[config.mk]
export PLATFORM = sky130hd
export DESIGN_NAME = periodic_stencil_address_gen_core_flat
export DESIGN_NICKNAME = d
export VERILOG_FILES = /design/src/design/psag_pkg.sv /design/src/design/psag_stream_if.sv /design/src/design/psag_cfg_regs.sv /design/src/design/psag_prep.sv /design/src/design/psag_seq.sv /design/src/design/psag_addr_pipe.sv /design/src/design/periodic_stencil_address_gen_core.sv /design/src/flat_wrapper.sv
export SDC_FILE = /design/constraint.sdc
export NUM_CORES = 2
export LEC_CHECK = 0
export BUFFER_PORTS_ARGS = -buffer_cell sky130_fd_sc_hd__buf_2
export CAP_MARGIN = 20
export CORE_ASPECT_RATIO = 0.8
export CORE_UTILIZATION = 40
export DETAILED_ROUTE_END_ITERATION = 7
export PLACE_DENSITY = 0.65
export SLEW_MARGIN = 5
export SYNTH_ARGS = -nofsm -noshare
export SYNTH_HDL_FRONTEND = slang
export SYNTH_SLANG_ARGS = --single-unit
[constraint.sdc]
create_clock -name clk -period 10.5 [get_ports clk]
set_input_delay 1.575 -clock clk [delete_from_list [all_inputs] [get_ports clk]]
set_output_delay 1.575 -clock clk [all_outputs]
set_load 0.03 [all_outputs]
[src/design/psag_pkg.sv]
// Shared widths, codes and item types of the periodic stencil address generator.
package psag_pkg;

	localparam int unsigned COORD_W    = 10;
	localparam int unsigned SIZE_W     = 11;
	localparam int unsigned COMP_W     = 7;
	localparam int unsigned HALF_W     = 3;
	localparam int unsigned OFS_W      = 37;
	localparam int unsigned REG_IDX_W  = 3;
	localparam int unsigned CFG_DATA_W = 11;
	localparam int unsigned KIND_W     = 2;
	localparam int unsigned AXIS_W     = 2;
	localparam int unsigned POS_W      = 4;

	typedef enum logic [REG_IDX_W-1:0] {
		REG_SIZE_X       = 3'd0,
		REG_SIZE_Y       = 3'd1,
		REG_SIZE_Z       = 3'd2,
		REG_SCALAR_WIDTH = 3'd3,
		REG_VECTOR_WIDTH = 3'd4,
		REG_STENCIL_HALF = 3'd5
	} reg_idx_t;

	typedef enum logic [KIND_W-1:0] {
		KIND_PAST    = 2'd0,
		KIND_NOW     = 2'd1,
		KIND_STENCIL = 2'd2,
		KIND_CORNER  = 2'd3
	} kind_t;

	typedef enum logic [AXIS_W-1:0] {
		AXIS_X = 2'd0,
		AXIS_Y = 2'd1,
		AXIS_Z = 2'd2
	} axis_t;

	typedef enum logic [2:0] {
		PH_IDLE,
		PH_PAST,
		PH_NOW,
		PH_STENCIL,
		PH_CORNER
	} seq_phase_t;

	typedef struct packed {
		logic [COORD_W-1:0] x_coord;
		logic [COORD_W-1:0] y_coord;
		logic [COORD_W-1:0] z_coord;
		logic               time_slot;
	} site_t;

	typedef struct packed {
		logic [KIND_W-1:0] kind;
		logic [AXIS_W-1:0] axis;
		logic [POS_W-1:0]  position;
		logic [OFS_W-1:0]  scalar_offset;
		logic [OFS_W-1:0]  vector_offset;
		logic              range_error;
		logic              last;
	} result_t;

	typedef struct packed {
		logic [REG_IDX_W-1:0]  index;
		logic [CFG_DATA_W-1:0] data;
	} cfg_write_t;

	// per-result control that rides along the address pipeline
	typedef struct packed {
		kind_t            kind;
		axis_t            axis;
		logic [POS_W-1:0] position;
		logic             slot;
		logic             range_error;
		logic             last;
	} req_meta_t;

endpackage

[src/design/psag_stream_if.sv]
// Valid/ready channel carrying one item of a given payload type.
interface psag_stream_if #(
	parameter type T = logic
) ();
	logic valid;
	logic ready;
	T     payload;

	modport source (output valid, output payload, input ready);
	modport sink (input valid, input payload, output ready);
endinterface

[src/design/psag_cfg_regs.sv]
// Configuration register file with saturation to the supported ranges.
module psag_cfg_regs #(
	parameter int unsigned MAX_EXTENT     = 1024,
	parameter int unsigned MAX_HALF       = 4,
	parameter int unsigned MAX_COMPONENTS = 64,
	localparam int unsigned EW = $clog2(MAX_EXTENT + 1),
	localparam int unsigned MW = $clog2(MAX_COMPONENTS + 1),
	localparam int unsigned HW = $clog2(MAX_HALF + 1)
) (
	input  logic                 clk,
	input  logic                 arst_n,
	psag_stream_if.sink          cfg,
	output logic [2:0][EW-1:0]   extent,
	output logic [MW-1:0]        scalar_w,
	output logic [MW-1:0]        vector_w,
	output logic [HW-1:0]        half
);

	localparam int unsigned CW  = (EW > psag_pkg::SIZE_W) ? EW : psag_pkg::SIZE_W;
	localparam int unsigned CMW = (MW > psag_pkg::COMP_W) ? MW : psag_pkg::COMP_W;
	localparam int unsigned CHW = (HW > psag_pkg::HALF_W) ? HW : psag_pkg::HALF_W;

	logic [2:0][psag_pkg::SIZE_W-1:0] size_q;
	logic [psag_pkg::COMP_W-1:0]      sw_q;
	logic [psag_pkg::COMP_W-1:0]      vw_q;
	logic [psag_pkg::HALF_W-1:0]      half_q;

	logic [2:0][CW-1:0] size_raw;
	logic [CMW-1:0]     sw_raw;
	logic [CMW-1:0]     vw_raw;
	logic [CHW-1:0]     half_raw;

	assign cfg.ready = 1'b1;

	always_ff @(posedge clk or negedge arst_n) begin
		if (!arst_n) begin
			size_q <= {3{psag_pkg::SIZE_W'(16)}};
			sw_q   <= psag_pkg::COMP_W'(1);
			vw_q   <= psag_pkg::COMP_W'(1);
			half_q <= psag_pkg::HALF_W'(1);
		end else if (cfg.valid) begin
			unique case (psag_pkg::reg_idx_t'(cfg.payload.index))
				psag_pkg::REG_SIZE_X: begin
					size_q[0] <= cfg.payload.data[psag_pkg::SIZE_W-1:0];
				end
				psag_pkg::REG_SIZE_Y: begin
					size_q[1] <= cfg.payload.data[psag_pkg::SIZE_W-1:0];
				end
				psag_pkg::REG_SIZE_Z: begin
					size_q[2] <= cfg.payload.data[psag_pkg::SIZE_W-1:0];
				end
				psag_pkg::REG_SCALAR_WIDTH: begin
					sw_q <= cfg.payload.data[psag_pkg::COMP_W-1:0];
				end
				psag_pkg::REG_VECTOR_WIDTH: begin
					vw_q <= cfg.payload.data[psag_pkg::COMP_W-1:0];
				end
				psag_pkg::REG_STENCIL_HALF: begin
					half_q <= cfg.payload.data[psag_pkg::HALF_W-1:0];
				end
				default: begin
				end
			endcase
		end
	end

	// zero counts as one, values above the maximum saturate
	always_comb begin
		for (int a = 0; a < 3; a++) begin
			size_raw[a] = CW'(size_q[a]);
			if (size_raw[a] == '0) begin
				extent[a] = EW'(1);
			end else if (size_raw[a] > CW'(MAX_EXTENT)) begin
				extent[a] = EW'(MAX_EXTENT);
			end else begin
				extent[a] = EW'(size_raw[a]);
			end
		end
		sw_raw   = CMW'(sw_q);
		vw_raw   = CMW'(vw_q);
		half_raw = CHW'(half_q);
		if (sw_raw == '0) begin
			scalar_w = MW'(1);
		end else if (sw_raw > CMW'(MAX_COMPONENTS)) begin
			scalar_w = MW'(MAX_COMPONENTS);
		end else begin
			scalar_w = MW'(sw_raw);
		end
		if (vw_raw == '0) begin
			vector_w = MW'(1);
		end else if (vw_raw > CMW'(MAX_COMPONENTS)) begin
			vector_w = MW'(MAX_COMPONENTS);
		end else begin
			vector_w = MW'(vw_raw);
		end
		if (half_raw == '0) begin
			half = HW'(1);
		end else if (half_raw > CHW'(MAX_HALF)) begin
			half = HW'(MAX_HALF);
		end else begin
			half = HW'(half_raw);
		end
	end

endmodule

[src/design/psag_prep.sv]
// Per-site front end: bit-serial coordinate remainder, then walk back by S.
module psag_prep #(
	parameter int unsigned MAX_EXTENT = 1024,
	parameter int unsigned MAX_HALF   = 4,
	localparam int unsigned EW = $clog2(MAX_EXTENT + 1),
	localparam int unsigned HW = $clog2(MAX_HALF + 1)
) (
	input  logic                                  clk,
	input  logic                                  arst_n,
	psag_stream_if.sink                           site,
	input  logic [2:0][EW-1:0]                    extent,
	input  logic [HW-1:0]                         half,
	output logic                                  prep_valid,
	input  logic                                  prep_take,
	output logic [2:0][psag_pkg::COORD_W-1:0]     prep_coord,
	output logic [2:0][EW-1:0]                    prep_start,
	output logic                                  prep_slot,
	output logic                                  prep_err
);

	localparam int unsigned CRD_W   = psag_pkg::COORD_W;
	localparam int unsigned PW      = (CRD_W > EW) ? CRD_W : EW;
	localparam int unsigned CNT_MAX = (CRD_W > MAX_HALF) ? CRD_W : MAX_HALF;
	localparam int unsigned CNT_W   = (CNT_MAX > 1) ? $clog2(CNT_MAX) : 1;

	// control
	logic             busy_q;
	logic             div_q;
	logic             fin_q;
	logic [CNT_W-1:0] cnt_q;
	logic             pv_q;

	// working payload
	logic [2:0][EW-1:0]    rem_q;
	logic [2:0][CRD_W-1:0] dvd_q;
	logic [2:0][CRD_W-1:0] crd_q;
	logic                  slot_q;
	logic                  err_q;

	// handoff slot payload
	logic [2:0][CRD_W-1:0] pc_q;
	logic [2:0][EW-1:0]    pw_q;
	logic                  ps_q;
	logic                  pe_q;

	logic [2:0][CRD_W-1:0] crd_in;
	logic [2:0][EW-1:0]    rem_div;
	logic [2:0][EW-1:0]    rem_dec;
	logic [2:0][EW:0]      trial;
	logic                  err_in;
	logic                  slot_free;
	logic                  xfer;
	logic                  acc;

	assign crd_in[0] = site.payload.x_coord;
	assign crd_in[1] = site.payload.y_coord;
	assign crd_in[2] = site.payload.z_coord;

	assign slot_free  = !pv_q || prep_take;
	assign xfer       = busy_q && fin_q && slot_free;
	assign site.ready = !busy_q || xfer;
	assign acc        = site.valid && site.ready;

	always_comb begin
		err_in = 1'b0;
		for (int a = 0; a < 3; a++) begin
			if (PW'(crd_in[a]) >= PW'(extent[a])) begin
				err_in = 1'b1;
			end
			// one restoring step, dividend MSB first
			trial[a] = {rem_q[a], dvd_q[a][CRD_W-1]};
			if (trial[a] >= {1'b0, extent[a]}) begin
				rem_div[a] = EW'(trial[a] - {1'b0, extent[a]});
			end else begin
				rem_div[a] = EW'(trial[a]);
			end
			// step back by one with wrap
			if (rem_q[a] == '0) begin
				rem_dec[a] = extent[a] - EW'(1);
			end else begin
				rem_dec[a] = rem_q[a] - EW'(1);
			end
		end
	end

	always_ff @(posedge clk or negedge arst_n) begin
		if (!arst_n) begin
			busy_q <= 1'b0;
			div_q  <= 1'b0;
			fin_q  <= 1'b0;
			cnt_q  <= '0;
			pv_q   <= 1'b0;
		end else begin
			if (acc) begin
				busy_q <= 1'b1;
				div_q  <= 1'b1;
				fin_q  <= 1'b0;
				cnt_q  <= CNT_W'(CRD_W - 1);
			end else if (busy_q && !fin_q) begin
				if (div_q) begin
					if (cnt_q == '0) begin
						div_q <= 1'b0;
						cnt_q <= CNT_W'(half - HW'(1));
					end else begin
						cnt_q <= cnt_q - CNT_W'(1);
					end
				end else begin
					if (cnt_q == '0) begin
						fin_q <= 1'b1;
					end else begin
						cnt_q <= cnt_q - CNT_W'(1);
					end
				end
			end else if (xfer) begin
				busy_q <= 1'b0;
			end
			if (xfer) begin
				pv_q <= 1'b1;
			end else if (prep_take) begin
				pv_q <= 1'b0;
			end
		end
	end

	always_ff @(posedge clk) begin
		if (acc) begin
			crd_q  <= crd_in;
			dvd_q  <= crd_in;
			rem_q  <= '0;
			slot_q <= site.payload.time_slot;
			err_q  <= err_in;
		end else if (busy_q && !fin_q) begin
			if (div_q) begin
				rem_q <= rem_div;
				for (int a = 0; a < 3; a++) begin
					dvd_q[a] <= {dvd_q[a][CRD_W-2:0], 1'b0};
				end
			end else begin
				rem_q <= rem_dec;
			end
		end
		if (xfer) begin
			pc_q <= crd_q;
			pw_q <= rem_q;
			ps_q <= slot_q;
			pe_q <= err_q;
		end
	end

	assign prep_valid = pv_q;
	assign prep_coord = pc_q;
	assign prep_start = pw_q;
	assign prep_slot  = ps_q;
	assign prep_err   = pe_q;

endmodule

[src/design/psag_seq.sv]
// Run sequencer: walks centres, wrapped stencil points and loop corners.
module psag_seq #(
	parameter int unsigned MAX_EXTENT = 1024,
	parameter int unsigned MAX_HALF   = 4,
	localparam int unsigned EW = $clog2(MAX_EXTENT + 1),
	localparam int unsigned HW = $clog2(MAX_HALF + 1),
	localparam int unsigned PW = (psag_pkg::COORD_W > EW) ? psag_pkg::COORD_W : EW
) (
	input  logic                              clk,
	input  logic                              arst_n,
	input  logic [2:0][EW-1:0]                extent,
	input  logic [HW-1:0]                     half,
	input  logic                              prep_valid,
	output logic                              prep_take,
	input  logic [2:0][psag_pkg::COORD_W-1:0] prep_coord,
	input  logic [2:0][EW-1:0]                prep_start,
	input  logic                              prep_slot,
	input  logic                              prep_err,
	input  logic                              adv,
	output logic                              req_valid,
	output psag_pkg::req_meta_t               req_meta,
	output logic [2:0][PW-1:0]                req_coord
);

	localparam int unsigned POS_W = psag_pkg::POS_W;

	psag_pkg::seq_phase_t phase_q, phase_d;
	psag_pkg::axis_t      axis_q, axis_d;
	logic [POS_W-1:0]     pos_q, pos_d;

	logic [EW-1:0]                         walk_q, walk_d;
	logic [2:0][psag_pkg::COORD_W-1:0]     crd_q;
	logic [2:0][EW-1:0]                    start_q;
	logic [2:0][EW-1:0]                    cor_q;
	logic                                  slot_q;
	logic                                  err_q;

	logic             is_last;
	logic             load;
	logic             cap_cor;
	logic [POS_W-1:0] pos_top;
	logic [POS_W-1:0] pos_cor;
	logic [EW-1:0]    walk_inc;
	psag_pkg::axis_t  other;

	// axes left over for a corner, in increasing order
	function automatic psag_pkg::axis_t other_axis(psag_pkg::axis_t a, logic j);
		psag_pkg::axis_t o;
		unique case (a)
			psag_pkg::AXIS_X: o = j ? psag_pkg::AXIS_Z : psag_pkg::AXIS_Y;
			psag_pkg::AXIS_Y: o = j ? psag_pkg::AXIS_Z : psag_pkg::AXIS_X;
			default:          o = j ? psag_pkg::AXIS_Y : psag_pkg::AXIS_X;
		endcase
		return o;
	endfunction

	assign pos_top  = POS_W'({half, 1'b0});
	assign pos_cor  = POS_W'(half - HW'(1));
	assign walk_inc = ((walk_q + EW'(1)) == extent[axis_q]) ? '0 : walk_q + EW'(1);
	assign other    = other_axis(axis_q, pos_q[0]);
	assign is_last  = (phase_q == psag_pkg::PH_CORNER) && (axis_q == psag_pkg::AXIS_Z)
		&& (pos_q == POS_W'(1));

	// outputs for the result currently offered
	always_comb begin
		req_valid = (phase_q != psag_pkg::PH_IDLE);
		for (int b = 0; b < 3; b++) begin
			req_coord[b] = PW'(crd_q[b]);
		end
		req_meta.kind        = psag_pkg::KIND_PAST;
		req_meta.axis        = psag_pkg::AXIS_X;
		req_meta.position    = '0;
		req_meta.slot        = slot_q;
		req_meta.range_error = err_q;
		req_meta.last        = is_last;
		unique case (phase_q)
			psag_pkg::PH_PAST: begin
				req_meta.slot = !slot_q;
			end
			psag_pkg::PH_NOW: begin
				req_meta.kind = psag_pkg::KIND_NOW;
			end
			psag_pkg::PH_STENCIL: begin
				req_meta.kind     = psag_pkg::KIND_STENCIL;
				req_meta.axis     = axis_q;
				req_meta.position = pos_q;
				req_coord[axis_q] = PW'(walk_q);
			end
			psag_pkg::PH_CORNER: begin
				req_meta.kind     = psag_pkg::KIND_CORNER;
				req_meta.axis     = axis_q;
				req_meta.position = pos_q;
				req_coord[other]  = PW'(cor_q[other]);
			end
			default: begin
			end
		endcase
	end

	// next state
	always_comb begin
		phase_d   = phase_q;
		axis_d    = axis_q;
		pos_d     = pos_q;
		walk_d    = walk_q;
		cap_cor   = 1'b0;
		prep_take = prep_valid && ((phase_q == psag_pkg::PH_IDLE) || (is_last && adv));
		load      = prep_take;
		if (load) begin
			phase_d = psag_pkg::PH_PAST;
		end else if (phase_q == psag_pkg::PH_IDLE) begin
			phase_d = psag_pkg::PH_IDLE;
		end else if (adv) begin
			unique case (phase_q)
				psag_pkg::PH_PAST: begin
					phase_d = psag_pkg::PH_NOW;
				end
				psag_pkg::PH_NOW: begin
					phase_d = psag_pkg::PH_STENCIL;
					axis_d  = psag_pkg::AXIS_X;
					pos_d   = '0;
					walk_d  = start_q[0];
				end
				psag_pkg::PH_STENCIL: begin
					cap_cor = (pos_q == pos_cor);
					if (pos_q == pos_top) begin
						pos_d = '0;
						unique case (axis_q)
							psag_pkg::AXIS_X: begin
								axis_d = psag_pkg::AXIS_Y;
								walk_d = start_q[1];
							end
							psag_pkg::AXIS_Y: begin
								axis_d = psag_pkg::AXIS_Z;
								walk_d = start_q[2];
							end
							default: begin
								axis_d  = psag_pkg::AXIS_X;
								phase_d = psag_pkg::PH_CORNER;
							end
						endcase
					end else begin
						pos_d  = pos_q + POS_W'(1);
						walk_d = walk_inc;
					end
				end
				psag_pkg::PH_CORNER: begin
					if (is_last) begin
						phase_d = psag_pkg::PH_IDLE;
					end else if (pos_q == POS_W'(1)) begin
						pos_d = '0;
						axis_d = (axis_q == psag_pkg::AXIS_X) ? psag_pkg::AXIS_Y
							: psag_pkg::AXIS_Z;
					end else begin
						pos_d = POS_W'(1);
					end
				end
				default: begin
					phase_d = psag_pkg::PH_IDLE;
				end
			endcase
		end
	end

	always_ff @(posedge clk or negedge arst_n) begin
		if (!arst_n) begin
			phase_q <= psag_pkg::PH_IDLE;
			axis_q  <= psag_pkg::AXIS_X;
			pos_q   <= '0;
		end else begin
			phase_q <= phase_d;
			axis_q  <= axis_d;
			pos_q   <= pos_d;
		end
	end

	always_ff @(posedge clk) begin
		walk_q <= walk_d;
		if (cap_cor) begin
			cor_q[axis_q] <= walk_q;
		end
		if (load) begin
			crd_q   <= prep_coord;
			start_q <= prep_start;
			slot_q  <= prep_slot;
			err_q   <= prep_err;
		end
	end

endmodule

[src/design/psag_addr_pipe.sv]
// Three-stage site index and offset pipeline ending in the output register.
module psag_addr_pipe #(
	parameter int unsigned MAX_EXTENT     = 1024,
	parameter int unsigned MAX_COMPONENTS = 64,
	localparam int unsigned EW = $clog2(MAX_EXTENT + 1),
	localparam int unsigned MW = $clog2(MAX_COMPONENTS + 1),
	localparam int unsigned PW = (psag_pkg::COORD_W > EW) ? psag_pkg::COORD_W : EW
) (
	input  logic                clk,
	input  logic                arst_n,
	input  logic [2:0][EW-1:0]  extent,
	input  logic [MW-1:0]       scalar_w,
	input  logic [MW-1:0]       vector_w,
	input  logic                req_valid,
	input  psag_pkg::req_meta_t req_meta,
	input  logic [2:0][PW-1:0]  req_coord,
	output logic                adv,
	psag_stream_if.source       result
);

	localparam int unsigned OFS_W = psag_pkg::OFS_W;
	localparam int unsigned W1    = PW + 1;
	localparam int unsigned W2    = (W1 + EW + 1 < OFS_W) ? W1 + EW + 1 : OFS_W;
	localparam int unsigned W3    = (W2 + EW + 1 < OFS_W) ? W2 + EW + 1 : OFS_W;

	logic                v_s1, v_s2, v_s3;
	psag_pkg::req_meta_t meta_s1, meta_s2;
	logic [W2-1:0]       m1_s1;
	logic [PW-1:0]       z_s1;
	logic [W3-1:0]       idx_s2;
	psag_pkg::result_t   res_s3;

	logic [W1-1:0]      a1;
	logic [W1+EW-1:0]   pr1;
	logic [W2-1:0]      m1;
	logic [W2+EW-1:0]   pr2;
	logic [W3-1:0]      idx;
	logic [W3+MW-1:0]   prs;
	logic [W3+MW-1:0]   prv;

	// whole pipe moves together; it holds only while the output is stalled
	assign adv = !v_s3 || result.ready;

	// stage 1: (t*nx + x)*ny + y
	assign a1  = (req_meta.slot ? W1'(extent[0]) : W1'(0)) + W1'(req_coord[0]);
	assign pr1 = a1 * extent[1];
	assign m1  = W2'(pr1) + W2'(req_coord[1]);

	// stage 2: *nz + z
	assign pr2 = m1_s1 * extent[2];
	assign idx = W3'(pr2) + W3'(z_s1);

	// stage 3: component scaling
	assign prs = idx_s2 * scalar_w;
	assign prv = idx_s2 * vector_w;

	always_ff @(posedge clk or negedge arst_n) begin
		if (!arst_n) begin
			v_s1 <= 1'b0;
			v_s2 <= 1'b0;
			v_s3 <= 1'b0;
		end else if (adv) begin
			v_s1 <= req_valid;
			v_s2 <= v_s1;
			v_s3 <= v_s2;
		end
	end

	always_ff @(posedge clk) begin
		if (adv) begin
			meta_s1 <= req_meta;
			m1_s1   <= m1;
			z_s1    <= req_coord[2];
			meta_s2 <= meta_s1;
			idx_s2  <= idx;
			res_s3.kind          <= meta_s2.kind;
			res_s3.axis          <= meta_s2.axis;
			res_s3.position      <= meta_s2.position;
			res_s3.scalar_offset <= (meta_s2.kind == psag_pkg::KIND_CORNER) ? '0
				: OFS_W'(prs);
			res_s3.vector_offset <= OFS_W'(prv);
			res_s3.range_error   <= meta_s2.range_error;
			res_s3.last          <= meta_s2.last;
		end
	end

	assign result.valid   = v_s3;
	assign result.payload = res_s3;

endmodule

[src/design/periodic_stencil_address_gen_core.sv]
// Periodic-boundary stencil address generator, top level.
// Path from site accept to the first result: bit-serial remainder over the 10 coordinate
//   bits, S wrap-back steps, handoff, sequencer, three pipeline stages.
// Throughput: one result per cycle unless the output stalls; 6S + 11 results per site (17 at
//   S = 1); the next site is prepared while the current run streams out, so runs abut.
// Reset: configuration registers return to their defaults, all pipeline valids clear;
//   no stores, so no clearing pass.
module periodic_stencil_address_gen_core #(
	parameter int unsigned MAX_EXTENT     = 1024,
	parameter int unsigned MAX_HALF       = 4,
	parameter int unsigned MAX_COMPONENTS = 64
) (
	input  logic          clk,
	input  logic          arst_n,
	psag_stream_if.sink   cfg,
	psag_stream_if.sink   site,
	psag_stream_if.source result
);

	localparam int unsigned EW = $clog2(MAX_EXTENT + 1);
	localparam int unsigned MW = $clog2(MAX_COMPONENTS + 1);
	localparam int unsigned HW = $clog2(MAX_HALF + 1);
	localparam int unsigned PW = (psag_pkg::COORD_W > EW) ? psag_pkg::COORD_W : EW;

	// effective (saturated) configuration
	logic [2:0][EW-1:0] extent;
	logic [MW-1:0]      scalar_w;
	logic [MW-1:0]      vector_w;
	logic [HW-1:0]      half;

	// front end to sequencer handoff
	logic                              prep_valid;
	logic                              prep_take;
	logic [2:0][psag_pkg::COORD_W-1:0] prep_coord;
	logic [2:0][EW-1:0]                prep_start;
	logic                              prep_slot;
	logic                              prep_err;

	// sequencer to address pipeline
	logic                req_valid;
	psag_pkg::req_meta_t req_meta;
	logic [2:0][PW-1:0]  req_coord;
	logic                adv;

	psag_cfg_regs #(
		.MAX_EXTENT     (MAX_EXTENT),
		.MAX_HALF       (MAX_HALF),
		.MAX_COMPONENTS (MAX_COMPONENTS)
	) u_cfg (
		.clk      (clk),
		.arst_n   (arst_n),
		.cfg      (cfg),
		.extent   (extent),
		.scalar_w (scalar_w),
		.vector_w (vector_w),
		.half     (half)
	);

	// Per site: c mod n per axis, one bit a cycle, then S decrements with wrap
	// give the first stencil coordinate (c - S) mod n. Works on the next site
	// while the sequencer is busy with the current one.
	psag_prep #(
		.MAX_EXTENT (MAX_EXTENT),
		.MAX_HALF   (MAX_HALF)
	) u_prep (
		.clk        (clk),
		.arst_n     (arst_n),
		.site       (site),
		.extent     (extent),
		.half       (half),
		.prep_valid (prep_valid),
		.prep_take  (prep_take),
		.prep_coord (prep_coord),
		.prep_start (prep_start),
		.prep_slot  (prep_slot),
		.prep_err   (prep_err)
	);

	// Emits one site request per cycle unless adv is low. Stencil coordinates
	// step +1 with wrap; the shift -1 point is kept per axis for the loop corners.
	psag_seq #(
		.MAX_EXTENT (MAX_EXTENT),
		.MAX_HALF   (MAX_HALF)
	) u_seq (
		.clk        (clk),
		.arst_n     (arst_n),
		.extent     (extent),
		.half       (half),
		.prep_valid (prep_valid),
		.prep_take  (prep_take),
		.prep_coord (prep_coord),
		.prep_start (prep_start),
		.prep_slot  (prep_slot),
		.prep_err   (prep_err),
		.adv        (adv),
		.req_valid  (req_valid),
		.req_meta   (req_meta),
		.req_coord  (req_coord)
	);

	// index = ((t*nx + x)*ny + y)*nz + z, one multiply per stage, then scaled
	// by the component counts into the output register
	psag_addr_pipe #(
		.MAX_EXTENT     (MAX_EXTENT),
		.MAX_COMPONENTS (MAX_COMPONENTS)
	) u_pipe (
		.clk       (clk),
		.arst_n    (arst_n),
		.extent    (extent),
		.scalar_w  (scalar_w),
		.vector_w  (vector_w),
		.req_valid (req_valid),
		.req_meta  (req_meta),
		.req_coord (req_coord),
		.adv       (adv),
		.result    (result)
	);

endmodule

[src/flat_wrapper.sv]
// flat-port wrapper written by rule: the top's interface ports become plain ports
module periodic_stencil_address_gen_core_flat 
#(
	parameter int unsigned MAX_EXTENT     = 1024,
	parameter int unsigned MAX_HALF       = 4,
	parameter int unsigned MAX_COMPONENTS = 64
)
  (clk, arst_n, cfg_valid, cfg_payload, cfg_ready, site_valid, site_payload, site_ready, result_valid, result_payload, result_ready);
  psag_stream_if #(.T(psag_pkg::cfg_write_t)) cfg_i ();
  psag_stream_if #(.T(psag_pkg::site_t)) site_i ();
  psag_stream_if #(.T(psag_pkg::result_t)) result_i ();
  input  logic clk;
  input  logic arst_n;
  input wire logic [$bits(cfg_i.valid)-1:0] cfg_valid;
  input wire logic [$bits(cfg_i.payload)-1:0] cfg_payload;
  output wire logic [$bits(cfg_i.ready)-1:0] cfg_ready;
  input wire logic [$bits(site_i.valid)-1:0] site_valid;
  input wire logic [$bits(site_i.payload)-1:0] site_payload;
  output wire logic [$bits(site_i.ready)-1:0] site_ready;
  output wire logic [$bits(result_i.valid)-1:0] result_valid;
  output wire logic [$bits(result_i.payload)-1:0] result_payload;
  input wire logic [$bits(result_i.ready)-1:0] result_ready;
  assign cfg_i.valid = cfg_valid;
  assign cfg_i.payload = cfg_payload;
  assign cfg_ready = cfg_i.ready;
  assign site_i.valid = site_valid;
  assign site_i.payload = site_payload;
  assign site_ready = site_i.ready;
  assign result_valid = result_i.valid;
  assign result_payload = result_i.payload;
  assign result_i.ready = result_ready;
  periodic_stencil_address_gen_core #(.MAX_EXTENT(MAX_EXTENT), .MAX_HALF(MAX_HALF), .MAX_COMPONENTS(MAX_COMPONENTS)) u_core (.clk(clk), .arst_n(arst_n), .cfg(cfg_i), .site(site_i), .result(result_i));
endmodule
==> summary.md <==
| Metric | Value |
|---|---|
| Status | finished clean |
| Clock sink count | 514 |
| Num CTS Buffers | 55 |
| DRT Wirelength | 132000 µm |
| CP Data Arrival Time | 9.88 ns |
| Pin count of the biggest net entering global routing | 72 |
| Cell area after technology mapping | 49600 µm² |
| Fmax | 0.105 GHz |
| Post-synth ARST share | 13.6% |
| FP Rows | 115 |
| Clock Latency Late Sink | 0.68 ns |
| Num ports | 137 |
| All-layer global routing usage | 21.6% |
| Ys flop type | edfxtp_1 |
| Layout Nets | 6064 |
| Number of H-tree levels | 2 |
| Core ar. | 123000 µm² |
| Routed len/inst | 19.6 µm |
| Yosys warning count | 0 |
| Sequential share of the synthesized area | 29.7% |
| Skew final | 0.0447 ns |
| Tcrit/Tclk final | 90.5% |
| Min Clock Period, post-route | 9.50 ns |
| Total negative slack | 0 ns |
| Reg clk slew, reported paths | 0.07 ns |
| CP max-delay cell | fa_1 |
| Layout area overhead | 8.91% |
| Grt ovf | 0 |
| DRT antenna net count | 0 |
| Min setup slack post-route | 0.997 ns |
| Slew Viols, Final | 0 |
| CP max FO | 13 |
| IO Port Bufs | 135 |
| DR DRC count | 0 |
| RSZ-0062 raised after global routing | false |
| Pre-antenna DRT Iters | 6 |
| Layout cells sized above 1 | 8.36% |
| Via count | 36500 |
| Critical path's most frequent cell | fa_1 |
| Max clock buf depth | 3 |
| Synth Area per Inst | 9.84 µm² |
| Critical Path Sink Type | register |
| Mean number of vias per cell | 5.40 |
| Post-CTS Hold Fix Bufs | 0 |
| Synth Register Bits | 514 |
| Setup violations, final | 0 |
| Final design utilization | 43.9% |
| Slew margin rel. | 24.6% |
| PostCTS Resize Cnt | 0 |
| Pre-CTS setup slack | 1.12 ns |
| Number of synthesized flops with an enable pin | 411 |
| Vias in the first global route | 36900 |
| Die Wd | 396 µm |
| Initial core utilization | 40.4% |
| Critical path launch point type | register |
| CTS tree | yes |
| GP Congestion | 0.932 |
| Area fraction of the dominant cell type after synthesis | 25.3% |
| Initial antenna violation count | 8 |
| Critical path data required time | 10.88 ns |
| Die area | 126000 µm² |
| Post-Synthesis Cells | 5044 |
| Dominant cell type by area after synthesis | fa_1 |
| Hold Crit Class | reg2reg |
| Yosys cell types | 99 |
| Final hold vios | 0 |
| Initial DRC count | 3017 |
| Max Cap Viol | 0 |
| Height of the chip | 317 µm |
| Fill cells | 11700 |
| DPL Wire Length | 101000 µm |
| Syn Nets | 6045 |
| Synth area leaders | fa_1 25%, edfxtp_1 25%, ha_1 8.1% |
| Kind of critical path | reg2reg |
| Worst slew pin tran | 1.13 ns |
| Clock Tree Root | clkbuf_16 |
| Crit-path max cell delay | 0.52 ns |
| Final hold slack | 0.415 ns |
| # Post-CTS Setup Buffers | 0 |
| First-pass GRT wire length | 211000 µm |
==> flip-flops by register name, indices dropped and copies added (netlist names), 4 cells and up <==
name / count
u_core.u_seq.crd_q: 30
u_core.u_prep.prep_coord: 30
u_core.u_prep.prep_start: 33
u_core.u_pipe.meta_s1: 10
u_core.u_pipe.result.payload: 84
u_core.u_pipe.idx_s2: 36
u_core.u_pipe.z_s1: 11
u_core.u_cfg.sw_q: 7
u_core.u_seq.walk_q: 11
u_core.u_cfg.vw_q: 7
u_core.u_seq.pos_q: 4
u_core.u_pipe.m1_s1: 24
u_core.u_cfg.size_q: 33
u_core.u_prep.dvd_q: 30
u_core.u_seq.start_q: 33
u_core.u_prep.cnt_q: 4
u_core.u_pipe.meta_s2: 10
u_core.u_prep.crd_q: 30
u_core.u_seq.cor_q: 33
u_core.u_prep.rem_q: 33
==> routing by layer <==
layer	share of wire, %	wire length, µm	up-vias	global-route usage (%)
met5	0.0098	13	-	0
met4	2.1	2770	2	5.27
met3	9.6	12700	172	4.50
met2	43	56500	1487	32.6
met1	46	60400	18300	31.7
li1	-	-	16500	-
==> critical path, delay by kind of cell (launching register included) <==
kind                     cells  cell delay, ns
AO/OA/AOI/OAI               13            3.08
XOR/XNOR                     1            0.15
adder cells (fa/ha/maj)      8            3.15
buffers and inverters        5            0.41
flip-flops                   1            0.51
AND/OR/NAND/NOR              7            1.89
==> cells in the final DEF, fill, tap and decap left out, types with 12 or more instances in the layout <==
cell	count
xor2_1	55
xnor2_1	125
clkinv_1	12
a211oi_1	20
nand3_1	57
and2_1	215
o21ai_0	130
inv_1	690
o21a_1	36
a22oi_1	28
a21oi_1	194
nor2b_4	12
nor2_1	260
mux2i_1	40
clkbuf_16	56
a21o_1	49
edfxtp_1	411
buf_4	58
a31oi_1	27
buf_2	134
nand2_1	876
fa_1	628
or2_2	15
o22ai_1	18
and3_1	25
nor4_1	24
nand2b_1	28
o31ai_1	17
o21bai_1	19
ha_1	323
nand4_1	21
o211ai_1	15
dfxtp_1	33
mux2_2	53
nor2b_1	37
dfrtp_1	64
nor3_1	69
==> cell type report <==
cell class                 instances  area, µm²  share of cell area, %
clock inverter                    36        497                  0.919
inverter                         699       2630                   4.87
sequential                       514      14800                   27.3
antenna                            2       5.00                0.00926
timing repair buffer             193       1130                   2.10
tap                             1638       2050                   3.79
multi-input combinational       3600      31500                   58.3
clock buffer                      68       1490                   2.75
==> metrics by stage <==
step / std cells / area (µm²)
after floorplan: 5044 / 49600
after global placement: 6637 / 52000
after detailed placement: 6640 / 52000
after CTS: 6744 / 54000
after global routing: 6748 / 54100
final: 6750 / 54100
==> kinds of logic after synthesis <==
logic type / count (synthesis) / share of synthesized area [%]
buffers and inverters: 930 / 7.10
other: 1 / 0.00755
muxes: 93 / 2.01
xor gates and xnor gates: 180 / 3.18
and+or+nand+nor: 1698 / 15.5
DFF: 514 / 29.7
AOI/OAI and AO/OA: 677 / 8.98
adders and majority gates: 951 / 33.5
==> synth_stat cells (20+ instances only) <==
cell type	n
a211oi_1	20
a21o_1	49
a21oi_1	194
a22oi_1	28
a31oi_1	27
and2_1	216
and3_1	25
clkbuf_1	194
dfrtp_1	64
dfxtp_1	33
edfxtp_1	411
fa_1	628
ha_1	323
inv_1	691
mux2_2	53
mux2i_1	40
nand2_1	876
nand2b_1	28
nand3_1	57
nand4_1	21
nor2_1	264
nor2b_1	57
nor3_1	69
nor4_1	24
o21a_1	36
o21ai_0	130
xnor2_1	125
xor2_1	55
==> final timing paths <==
kind	startpoint	end	slack (ns)	cells past startpoint
setup / recovery	u_core.u_seq.phase_q[1]$_DFFE_PN0P_	u_core.u_pipe.m1_s1[23]$_DFFE_PP_	1.0	34
hold / removal	u_core.u_prep.crd_q[7]$_DFFE_PP_	u_core.u_prep.prep_coord[7]$_DFFE_PP_	0.42	0
setup reg to reg	u_core.u_seq.phase_q[1]$_DFFE_PN0P_	u_core.u_pipe.m1_s1[23]$_DFFE_PP_	1.0	34
hold reg to reg	u_core.u_prep.crd_q[7]$_DFFE_PP_	u_core.u_prep.prep_coord[7]$_DFFE_PP_	0.42	0
max in group asynchronous	arst_n	u_core.u_cfg.vw_q[5]$_DFFE_PN0P_	8.79	1
min in group asynchronous	arst_n	u_core.u_cfg.size_q[31]$_DFFE_PN0P_	1.06	1
Power is left out: the tool's default activity adds up to more than one toggle a clock period on the data nets, which glitch-free logic cannot reach.
